===== src/sv/rqss_pkg.sv =====
// ----------------------------------------------------------------------------
// rqss_pkg
// Shared types for the SJF/SRTF ready queue: request and result items,
// queue entry layout, and the controller/datapath command and status groups.
// ----------------------------------------------------------------------------
package rqss_pkg;

    typedef enum logic [1:0] {
        REQ_APPEND = 2'd0,
        REQ_INSERT = 2'd1,
        REQ_FRONT  = 2'd2,
        REQ_LEAST  = 2'd3
    } req_code_t;

    typedef enum logic [1:0] {
        ST_OK    = 2'd0,
        ST_FULL  = 2'd1,
        ST_EMPTY = 2'd2
    } status_t;

    typedef struct packed {
        req_code_t   req_type;
        logic [7:0]  thread_id;
        logic [15:0] burst_len;
        logic [15:0] remain_len;
    } req_t;

    typedef struct packed {
        status_t     status;
        logic [7:0]  out_id;
        logic [15:0] out_burst;
        logic [15:0] out_remain;
    } rsp_t;

    typedef struct packed {
        logic [7:0]  id;
        logic [15:0] burst;
        logic [15:0] remain;
    } entry_t;

    typedef struct packed {
        logic load;        // latch request, set up the scan
        logic scan;        // walk entries for position / minimum
        logic shift_init;  // set up the move pass from the found position
        logic shift;       // move entries by one place
        logic commit;      // write result, place entry, update count
    } dp_cmd_t;

    typedef struct packed {
        logic bad;         // full on insert or empty on take
        logic move_done;   // walk finished, no read in flight
        logic out_free;    // result register can take a new item
    } dp_sts_t;

endpackage


===== src/sv/rqss_ctrl.sv =====
// ----------------------------------------------------------------------------
// rqss_ctrl
// Request sequencer: load, scan, move, respond.
// ----------------------------------------------------------------------------
module rqss_ctrl (
    input  logic              clk,
    input  logic              rst_n,
    input  logic              in_valid,
    output logic              in_ready,
    input  rqss_pkg::dp_sts_t sts,
    output rqss_pkg::dp_cmd_t cmd
);
    import rqss_pkg::*;

    typedef enum logic [1:0] {
        S_IDLE,
        S_SCAN,
        S_SHIFT,
        S_DONE
    } state_t;

    state_t state_reg;
    state_t state_next;
    logic   in_ready_reg;
    logic   in_ready_next;

    always_comb
    begin
        state_next    = state_reg;
        in_ready_next = in_ready_reg;
        cmd           = '0;
        unique case (state_reg)
            S_IDLE:
            begin
                if (in_valid)
                begin
                    cmd.load      = 1'b1;
                    state_next    = S_SCAN;
                    in_ready_next = 1'b0;
                end
            end
            S_SCAN:
            begin
                cmd.scan = !sts.bad;
                if (sts.bad)
                begin
                    state_next = S_DONE;
                end
                else if (sts.move_done)
                begin
                    cmd.shift_init = 1'b1;
                    state_next     = S_SHIFT;
                end
            end
            S_SHIFT:
            begin
                cmd.shift = 1'b1;
                if (sts.move_done)
                begin
                    state_next = S_DONE;
                end
            end
            S_DONE:
            begin
                if (sts.out_free)
                begin
                    cmd.commit    = 1'b1;
                    state_next    = S_IDLE;
                    in_ready_next = 1'b1;
                end
            end
            default:
            begin
                state_next = S_IDLE;
            end
        endcase
    end

    always_ff @(posedge clk or negedge rst_n)
    begin
        if (!rst_n)
        begin
            state_reg    <= S_IDLE;
            in_ready_reg <= 1'b1;
        end
        else
        begin
            state_reg    <= state_next;
            in_ready_reg <= in_ready_next;
        end
    end

    assign in_ready = in_ready_reg;

endmodule


===== src/sv/rqss_dp.sv =====
// ----------------------------------------------------------------------------
// rqss_dp
// Queue datapath: entry memory, walk engine, result register.
// ----------------------------------------------------------------------------
module rqss_dp #(
    parameter int QUEUE_DEPTH = 16
) (
    input  logic              clk,
    input  logic              rst_n,
    input  rqss_pkg::req_t    in_item,
    input  rqss_pkg::dp_cmd_t cmd,
    output rqss_pkg::dp_sts_t sts,
    output logic              out_valid,
    input  logic              out_ready,
    output rqss_pkg::rsp_t    out_item
);
    import rqss_pkg::*;

    localparam int AW = (QUEUE_DEPTH > 1) ? $clog2(QUEUE_DEPTH) : 1;
    localparam int CW = $clog2(QUEUE_DEPTH + 1);
    localparam logic [CW-1:0] DEPTH_C = CW'(QUEUE_DEPTH);
    localparam logic [CW-1:0] ONE_C   = CW'(1);

    entry_t mem [QUEUE_DEPTH];

    req_t          item_reg,   item_next;
    logic [CW-1:0] count_reg,  count_next;
    logic [CW-1:0] pos_reg,    pos_next;
    logic [CW-1:0] idx_reg,    idx_next;
    logic [CW-1:0] left_reg,   left_next;
    logic [CW-1:0] rd_idx_reg, rd_idx_next;
    logic          rd_vld_reg, rd_vld_next;
    logic          found_reg,  found_next;
    entry_t        best_reg,   best_next;
    entry_t        rd_data_reg;
    rsp_t          res_reg,    res_next;
    logic          res_vld_reg, res_vld_next;

    logic          is_ins;
    logic          bad;
    logic          rd_en;
    logic          step_down;
    logic          wr_en;
    logic [CW-1:0] wr_addr;
    entry_t        wr_data;
    entry_t        new_e;
    logic [CW-1:0] lim;

    assign is_ins = (item_reg.req_type == REQ_APPEND) || (item_reg.req_type == REQ_INSERT);
    assign bad    = is_ins ? (count_reg == DEPTH_C) : (count_reg == '0);
    assign rd_en  = (cmd.scan || cmd.shift) && (left_reg != '0);
    assign step_down = cmd.shift && is_ins;

    assign new_e.id     = item_reg.thread_id;
    assign new_e.burst  = item_reg.burst_len;
    assign new_e.remain = item_reg.remain_len;

    // reads needed by the scan for each request
    always_comb
    begin
        unique case (in_item.req_type)
            REQ_APPEND: lim = '0;
            REQ_INSERT: lim = count_reg;
            REQ_FRONT:  lim = (count_reg != '0) ? ONE_C : '0;
            REQ_LEAST:  lim = count_reg;
            default:    lim = '0;
        endcase
    end

    // write port: moved entry during shift, new entry at commit
    always_comb
    begin
        wr_en   = 1'b0;
        wr_addr = pos_reg;
        wr_data = new_e;
        if (cmd.shift && rd_vld_reg)
        begin
            wr_en   = 1'b1;
            wr_addr = is_ins ? (rd_idx_reg + ONE_C) : (rd_idx_reg - ONE_C);
            wr_data = rd_data_reg;
        end
        else if (cmd.commit && !bad && is_ins)
        begin
            wr_en = 1'b1;
        end
    end

    always_comb
    begin
        item_next    = item_reg;
        count_next   = count_reg;
        pos_next     = pos_reg;
        idx_next     = idx_reg;
        left_next    = left_reg;
        rd_idx_next  = idx_reg;
        rd_vld_next  = rd_en;
        found_next   = found_reg;
        best_next    = best_reg;
        res_next     = res_reg;
        res_vld_next = res_vld_reg && !out_ready;

        if (rd_en)
        begin
            idx_next  = step_down ? (idx_reg - ONE_C) : (idx_reg + ONE_C);
            left_next = left_reg - ONE_C;
        end

        if (cmd.load)
        begin
            item_next  = in_item;
            idx_next   = '0;
            left_next  = lim;
            found_next = 1'b0;
            pos_next   = ((in_item.req_type == REQ_APPEND) ||
                          (in_item.req_type == REQ_INSERT)) ? count_reg : '0;
        end

        if (cmd.scan && rd_vld_reg)
        begin
            if (is_ins)
            begin
                if ((item_reg.req_type == REQ_INSERT) && !found_reg &&
                    (rd_data_reg.burst > item_reg.burst_len))
                begin
                    found_next = 1'b1;
                    pos_next   = rd_idx_reg;
                end
            end
            else if ((rd_idx_reg == '0) || (rd_data_reg.remain < best_reg.remain))
            begin
                best_next = rd_data_reg;
                pos_next  = rd_idx_reg;
            end
        end

        if (cmd.shift_init)
        begin
            if (is_ins)
            begin
                idx_next  = count_reg - ONE_C;
                left_next = count_reg - pos_reg;
            end
            else
            begin
                idx_next  = pos_reg + ONE_C;
                left_next = count_reg - ONE_C - pos_reg;
            end
        end

        if (cmd.commit)
        begin
            res_vld_next = 1'b1;
            res_next     = '0;
            if (bad)
            begin
                res_next.status = is_ins ? ST_FULL : ST_EMPTY;
            end
            else if (is_ins)
            begin
                res_next.status = ST_OK;
                count_next      = count_reg + ONE_C;
            end
            else
            begin
                res_next.status     = ST_OK;
                res_next.out_id     = best_reg.id;
                res_next.out_burst  = best_reg.burst;
                res_next.out_remain = best_reg.remain;
                count_next          = count_reg - ONE_C;
            end
        end
    end

    // entry memory, registered read
    always_ff @(posedge clk)
    begin
        if (wr_en)
        begin
            mem[wr_addr[AW-1:0]] <= wr_data;
        end
        rd_data_reg <= mem[idx_reg[AW-1:0]];
    end

    always_ff @(posedge clk or negedge rst_n)
    begin
        if (!rst_n)
        begin
            count_reg   <= '0;
            left_reg    <= '0;
            rd_vld_reg  <= 1'b0;
            res_vld_reg <= 1'b0;
        end
        else
        begin
            count_reg   <= count_next;
            left_reg    <= left_next;
            rd_vld_reg  <= rd_vld_next;
            res_vld_reg <= res_vld_next;
        end
    end

    always_ff @(posedge clk)
    begin
        item_reg   <= item_next;
        pos_reg    <= pos_next;
        idx_reg    <= idx_next;
        rd_idx_reg <= rd_idx_next;
        found_reg  <= found_next;
        best_reg   <= best_next;
        res_reg    <= res_next;
    end

    assign sts.bad       = bad;
    assign sts.move_done = (left_reg == '0) && !rd_vld_reg;
    assign sts.out_free  = !res_vld_reg || out_ready;

    assign out_valid = res_vld_reg;
    assign out_item  = res_reg;

endmodule


===== src/sv/ready_queue_fifo_sjf_srtf_top.sv =====
// ----------------------------------------------------------------------------
// ready_queue_fifo_sjf_srtf_top
// Ordered ready queue of thread entries with FIFO, burst-ordered insert,
// take-front and take-least-remaining requests.
// ----------------------------------------------------------------------------
//
//  channel | signals                         | payload
//  --------+---------------------------------+-----------------------------
//  request | in_valid / in_ready / in_item   | req_type, thread_id,
//          |                                 | burst_len, remain_len
//  result  | out_valid / out_ready / out_item| status, out_id, out_burst,
//          |                                 | out_remain
//
//  One request in flight at a time; every request gives exactly one result.
//  Time per item is set by the single read port of the entry memory:
//  one pass to find the position or minimum, one pass to move entries
//  by one place. Full insert and empty take skip both passes.
//  Reset clears the entry count; no clearing pass over the memory.
//  A stalled result sits in the output register; the next request is held
//  only when its own result is ready and the previous one is not yet taken.
//
module ready_queue_fifo_sjf_srtf_top #(
    parameter int QUEUE_DEPTH = 16
) (
    input  logic           clk,
    input  logic           rst_n,
    input  logic           in_valid,
    output logic           in_ready,
    input  rqss_pkg::req_t in_item,
    output logic           out_valid,
    input  logic           out_ready,
    output rqss_pkg::rsp_t out_item
);
    import rqss_pkg::*;

    dp_cmd_t cmd;
    dp_sts_t sts;

    // sequencer: load -> scan -> move -> respond
    rqss_ctrl u_ctrl (
        .clk      (clk),
        .rst_n    (rst_n),
        .in_valid (in_valid),
        .in_ready (in_ready),
        .sts      (sts),
        .cmd      (cmd)
    );

    // entry memory, walk engine and result register
    rqss_dp #(
        .QUEUE_DEPTH (QUEUE_DEPTH)
    ) u_dp (
        .clk       (clk),
        .rst_n     (rst_n),
        .in_item   (in_item),
        .cmd       (cmd),
        .sts       (sts),
        .out_valid (out_valid),
        .out_ready (out_ready),
        .out_item  (out_item)
    );

`ifndef NO_ASSERTIONS
    // only one request at a time: accepting one closes the input
    a_one_in_flight: assert property (@(posedge clk) disable iff (!rst_n)
        (in_valid && in_ready) |=> !in_ready)
        else $error("request accepted while another is in progress");

    // full and empty answers carry no entry
    a_err_zero: assert property (@(posedge clk) disable iff (!rst_n)
        (out_valid && (out_item.status != ST_OK)) |->
        ((out_item.out_id == '0) && (out_item.out_burst == '0) &&
         (out_item.out_remain == '0)))
        else $error("error result carries entry data");

    // a result never appears in the cycle right after a request is taken
    a_no_early_result: assert property (@(posedge clk) disable iff (!rst_n)
        (in_valid && in_ready && !out_valid) |=> !out_valid)
        else $error("result produced too early");
`endif

endmodule


===== config.mk =====
export PLATFORM = sky130hd
export DESIGN_NAME = ready_queue_fifo_sjf_srtf_top
export DESIGN_NICKNAME = d
export VERILOG_FILES = /design/src/sv/rqss_pkg.sv /design/src/sv/rqss_ctrl.sv /design/src/sv/rqss_dp.sv /design/src/sv/ready_queue_fifo_sjf_srtf_top.sv
export SDC_FILE = /design/constraint.sdc
export NUM_CORES = 1
export LEC_CHECK = 0
export ABC_AREA = 1
export BUFFER_PORTS_ARGS = -buffer_cell sky130_fd_sc_hd__buf_2
export CAP_MARGIN = 20
export CELL_PAD_IN_SITES_DETAIL_PLACEMENT = 1
export CELL_PAD_IN_SITES_GLOBAL_PLACEMENT = 1
export CORE_ASPECT_RATIO = 2
export CORE_MARGIN = 8
export CORE_UTILIZATION = 52
export CTS_CLUSTER_SIZE = 28
export DETAILED_ROUTE_END_ITERATION = 6
export PLACE_DENSITY = 0.87
export SETUP_SLACK_MARGIN = 0.3
export SKIP_LAST_GASP = 1
export SLEW_MARGIN = 25
export SYNTH_ARGS = -nofsm -noshare
export SYNTH_HDL_FRONTEND = slang
export SYNTH_SLANG_ARGS = --single-unit

===== constraint.sdc =====
create_clock -name clk -period 5.5 [get_ports clk]
set_input_delay 0 -clock clk [delete_from_list [all_inputs] [get_ports clk]]
set_output_delay 0 -clock clk [all_outputs]
set_load 0.05 [all_outputs]

### Word level (Yosys, flattened, before mapping)

Memories as Yosys holds them, arrays and structs flattened. A register that Yosys moved wholly into a read port is not among the register bits.
Index checks and enable logic that the tools add are counted.

| cells by class | value |
|---|---|
| add/subtract/negate cells | 10 |
| $mul | 0 |
| divide/modulo/power cells | 0 |
| order comparisons | 2 |
| eq/ne operators | 12 |
| shift operators | 0 |
| multiplexer cells | 49 |
| bitwise gates (word level) | 2 |
| reductions and logical operators | 36 |

Operators with widths:

| cell | count |
|---|---|
| 5-bit two-way mux | 16 |
| 40-bit two-way mux | 1 |
| 1-bit two-way mux | 20 |
| 16-bit > comparator | 1 |
| 16-bit < comparator | 1 |
| 5-bit by 1-bit adder with 5-bit output (second input constant) | 3 |
| 5-bit zero test | 3 |
| 5-bit case mux with 3 select lines | 1 |
| 5-bit by 1-bit subtractor with 5-bit output (second input constant) | 3 |
| 2-bit two-way mux | 7 |
| 1-bit logical AND | 10 |
| 5-bit nonzero test | 2 |
| 5-bit subtractor | 2 |
| 2-bit == test (second input constant) | 4 |
| 4-bit two-way mux | 2 |
| 2-bit case mux with 4 select lines | 1 |
| 2-bit by 1-bit == test with 1-bit output (second input constant) | 3 |
| 2-bit zero test | 3 |
| 2-bit inequality test (second input constant) | 3 |
| 3-bit AND reduction | 2 |
| 5-bit == test (second input constant) | 1 |
| 1-bit zero test | 5 |
| 1-bit logical OR | 5 |
| 4-bit by 1-bit adder with 4-bit output (second input constant) | 1 |
| other kinds (9) | 11 |

| storage, ports and cells | value |
|---|---|
| bits in registers | 155 |
| bits in latches | 0 |
| RAM bits | 640 |
| ROM bits | 0 |
| input port bits | 46 |
| output and inout bits | 44 |
| logic and storage cells | 133 |
| memories | 1 |

Memory list:

| memory | depth | bits a word | rd ports | clocked after memory_dff | wr ports | line | text |
|---|---|---|---|---|---|---|---|
| u_dp.mem | 16 | 40 | 1 | 1 | 1 | rqss_dp.sv:24 | `entry_t mem [QUEUE_DEPTH];` |

### Depth between registers and ports, before layout

| depth | value |
|---|---|
| depth in word-level cells | 10 |
| depth in mapped cells | 16 |
| gate-level depth less buffers | 16 |

### Modules after synthesis

A second synthesis with hierarchy kept.

| second synthesis, totals | value |
|---|---|
| cell total of the unflattened synthesis | 2537 |
| area, all modules | 33231.9 sq um |

Modules (own cells, without submodules):

| module | instances | cells each | area an instance (sq um) | sequential area each (sq um) |
|---|---|---|---|---|
| rqss_dp | 1 | 2492 | 32912.8 | 24413.4 |
| rqss_ctrl | 1 | 45 | 319.1 | 76.3 |

### Worst setup path before layout

Ideal clock, no wire load.

| path | value |
|---|---|
| path type | register -> register |
| from | register u_dp.res_vld_reg, in the netlist u_dp.out_valid |
| to | memory u_dp.mem[0][0] (netlist name), enable pin |
| data arrival time | 3941 ps |
| data required time | 5063 ps |
| slack | 1122 ps |
| cell stages (with the launch flop) | 8 |
| path buffers | 0 |
| period minus slack after synthesis | 4378 ps |
| cells stage by stage | dfrtp_1 nand2_1 nand2_1 inv_1 nand2_1 o21ai_1 nand3_1 nor2_1 |

RTL lines:

| what | line | text |
|---|---|---|
| start: declaration | rqss_dp.sv:37 | `logic res_vld_reg, res_vld_next;` |
| start signal: assignment | rqss_dp.sv:198 | `res_vld_reg <= res_vld_next;` |
| end: declaration | rqss_dp.sv:24 |  |

### Worst setup path after layout

| path | value |
|---|---|
| from | register u_ctrl.state_reg[0] |
| to | memory u_dp.mem[1][38] (netlist name), enable pin |

| on the way | value |
|---|---|
| cells in the longest elaborated chain, start to end | 8 |
| elaborated cells on any way between the ends | 12 |
| those cells by class | eq/ne (2); mux (7); reduce/logical (3) |

Ends and longest elaborated chain:

| what | line | text |
|---|---|---|
| start: declaration | rqss_ctrl.sv:22 | `state_t state_reg;` |
| start signal: assignment | rqss_ctrl.sv:88 | `state_reg <= state_next;` |
| 2-bit == test | rqss_ctrl.sv:32 | `unique case (state_reg)` |
| 1-bit two-way mux | rqss_ctrl.sv:32 |  |
| 1-bit logical AND (2 in a row) | rqss_dp.sv:82 | `else if (cmd.commit && !bad && is_ins)` |
| 1-bit two-way mux | rqss_dp.sv:82 |  |
| 1-bit two-way mux | rqss_dp.sv:76 | `if (cmd.shift && rd_vld_reg)` |
| 1-bit two-way mux | rqss_dp.sv:177 | `if (wr_en)` |
| 1-bit two-way mux (not written as such) | rqss_dp.sv:179 | `mem[wr_addr[AW-1:0]] <= wr_data;` |

Parallel ways exist; a longest one is shown, timed or not.

==> impl_metrics.tcl <==
set metrics [dict create \
    powerDensity_mw_per_mm2 621.1 \
    grt-ovfl-total 0 \
    clk_path_buf_depth 3 \
    yosysUniqueCellTypes 39 \
    nets 2729 \
    crit_buf_inv 3 \
    grt_pass1_vias 24840 \
    post-dp-hpwl_um 60520 \
    cts_tree "done" \
    worst_pin_slew_ns 1.113 \
    cts.sinks 835 \
    rsz0062_at_grt "no" \
    yosysSeqAreaShare_pct 74.05 \
    crit_slowest_cell "nor2_4" \
    drive_gt1_share_pct 11.18 \
    critical_path_class "flip-flop to flip-flop" \
    wl_per_cell_um 31.91 \
    wirelength_um 111400 \
    crit_top_cell "nand2_1" \
    cp.arrival_ns 4.93 \
    outcome "finished, final reports clean" \
    syn_area_per_cell_um2 13.14 \
    post_cts_resized 0 \
    cpLargestDelayFamily "simple AND/OR/NAND/NOR gates" \
    detail-route-antenna-nets 0 \
    die_h_um 372.7 \
    fill_cells 5973 \
    finalCriticalPeriod_ns 4.644 \
    syn2layout_area_growth_pct 13.35 \
    numCtsBuffers 75 \
    hold_viol 0 \
    viasPerCell 6.609 \
    antenna_found_initial 2 \
    slew_viol_final 0 \
    cts_hold_buffers 47 \
    dr.pass1.iters 6 \
    synth_cells 2517 \
    io_buffer_count 89 \
    leakagePower_nw 13.06 \
    crit_chain "inv_1 -> ha_1 -> nand2_1 -> inv_2 -> o21ai_0 -> nand2_1 -> nor2_4 -> buf_4" \
    initial_core_util_pct 52.14 \
    die_x_um 194.3 \
    utilization_pct 59.10 \
    yosys_warnings 0 \
    synth_area_mm2 0.03307 \
    fin_skew_ns 0.04963 \
    grt_use_total_pct 30.08 \
    max_freq_mhz 215.3 \
    syn-num-nets 2616 \
    start_kind "flip-flop" \
    clk_pin_slew_worst_paths_ns 0.07 \
    ys_ff_latch 835 \
    ff2ff_setup_slack_ns 0.86 \
    crit_path_max_incr_delay_ns 0.81 \
    dieArea_mm2 0.07242 \
    max_slew_margin_pct 25.82 \
    drc 0 \
    end_kind "flip-flop" \
    largest_reg_flops 640 \
    ioPinCount 90 \
    required_ns 5.79 \
    dr_total_vias 23080 \
    maxCapViolations 0 \
    cts-root-buf "clkbuf_16" \
    grt_start_max_net_pins 221 \
    period_share_pct 84.43 \
    vdd_drop_max_mv 0.4883 \
    worstPathMaxFanout 24 \
    placementRows 131 \
    place_congestion 0.8075 \
    tns_ns 0 \
    grt_first_pass_wirelength_um 162200 \
    core-area_mm2 0.06343 \
    finalSetupViolCount 0 \
    cts_setup_buffers 0 \
    clk_latency_ns 0.66 \
    htreeDepth 3 \
    drt_iter0_markers 2616 \
    hp-class "primary input to flip-flop" \
]
==> power breakdown <==
| part | switching, W | internal, W | total [W] |
|---|---|---|---|
| clock | 0.00251 | 0.00316 | 0.00567 |
| sequential | 0.000756 | 0.00872 | 0.00948 |
| combinational | 0.00624 | 0.00190 | 0.00814 |
==> per-layer routing <==
metal  vias to the layer above  share of wire [%]  track usage [%]
li1                       9467                  -                -
met1                     11620                 33            32.09
met2                      1525                 51            52.65
met3                       469                7.1            4.805
met4                         0                8.6            23.46
met5                         -                  0                0
==> metrics by stage <==
| step | setup WS (ns) | total power [W] | hold slack, ns | std cells | instance area (µm²) |
|---|---|---|---|---|---|
| 6_report | 0.8563 | 0.02328 | 0.07732 | 3492 | 37490 |
| 5_1_grt | 0.7723 | 0.02388 | 0.08427 | 3491 | 37490 |
| 4_1_cts | 0.9692 | 0.02283 | 0.05530 | 3490 | 37480 |
| 3_5_place_dp | 1.189 | 0.01704 | -0.05417 | 3304 | 34420 |
| 3_3_place_gp | 1.417 | 0.01640 | -0.06662 | 3304 | 34420 |
| 2_1_floorplan | 1.122 | 0.01397 | -0.2956 | 2517 | 33070 |
==> synthesized netlist by cell type, drive strengths merged <==
library cell / instances / area share, %
nor3: 3 / 0.045
clkbuf: 94 / 1.1
xnor2: 8 / 0.21
o211ai: 47 / 1.1
o22ai: 46 / 0.87
o21a: 2 / 0.045
dfxtp: 51 / 3.1
or2: 3 / 0.057
nand3: 66 / 1.0
xor2: 7 / 0.19
nor4: 1 / 0.019
ha: 50 / 1.9
fa: 3 / 0.18
nand2: 223 / 2.6
a31oi: 5 / 0.095
o21ai: 380 / 5.8
a21oi: 31 / 0.47
nor2: 407 / 4.7
a22o: 1 / 0.026
dfrtp: 14 / 1.1
buf: 57 / 0.94
edfxtp: 769 / 70
dfstp: 1 / 0.079
inv: 123 / 1.4
nand4: 3 / 0.057
o21bai: 1 / 0.023
o221ai: 121 / 3.2
==> final timing paths <==
| kind | from | to | depth (start not counted) |
|---|---|---|---|
| min reg2reg | u_dp.idx_reg[4] | u_dp.rd_idx_reg[4] | 0 |
| max | u_ctrl.state_reg[0] | u_dp.mem[1][38] | 8 |
| min in group asynchronous | rst_n | u_ctrl.in_ready | 3 |
| max reg2reg | u_ctrl.state_reg[0] | u_dp.mem[1][38] | 8 |
| min | in_item[14] | u_dp.item_reg[14] | 2 |
| max in group asynchronous | rst_n | u_dp.left_reg[0] | 4 |
==> cell type report <==
class                           count  area, µm²  area share [%]
Sequential cell                   835      24490           65.32
Multi-Input combinational cell   1408       7579           20.21
Clock buffer                       96       2100           5.600
Timing Repair Buffer              187       1349           3.598
Tap cell                          798      998.5           2.663
Clock inverter                     43      498.0           1.328
Inverter                          123      471.7           1.258
Antenna cell                        2      5.005         0.01335
==> cell usage in the layout, fill, tap and decap left out, types with 9 or more instances in the layout <==
master	Yosys	routed
dlygate4sd3_1	0	47
inv_2	4	9
bufinv_16	0	9
ha_1	50	50
nor2_1	402	386
clkbuf_16	0	78
o21ai_0	374	373
o22ai_1	46	46
a21oi_1	31	31
inv_1	119	112
dfxtp_1	51	51
clkbuf_1	94	10
dfrtp_1	14	14
nand3_1	66	66
nand2_1	219	219
buf_2	47	89
buf_4	2	47
edfxtp_1	769	769
o221ai_1	120	120
o211ai_1	47	47
nor2_4	3	19
clkinv_2	0	13
==> cells by family after synthesis <==
group                      after synthesis  synth area share [%]
xor gates and xnor gates                15                0.3972
DFF                                    835                 74.05
adders and majority gates               53                 2.073
and+or+nand+nor                        706                 8.512
buffers and inverters                  274                 3.401
AOI/OAI and AO/OA                      634                 11.57
(Power assumes the default switching activity.)
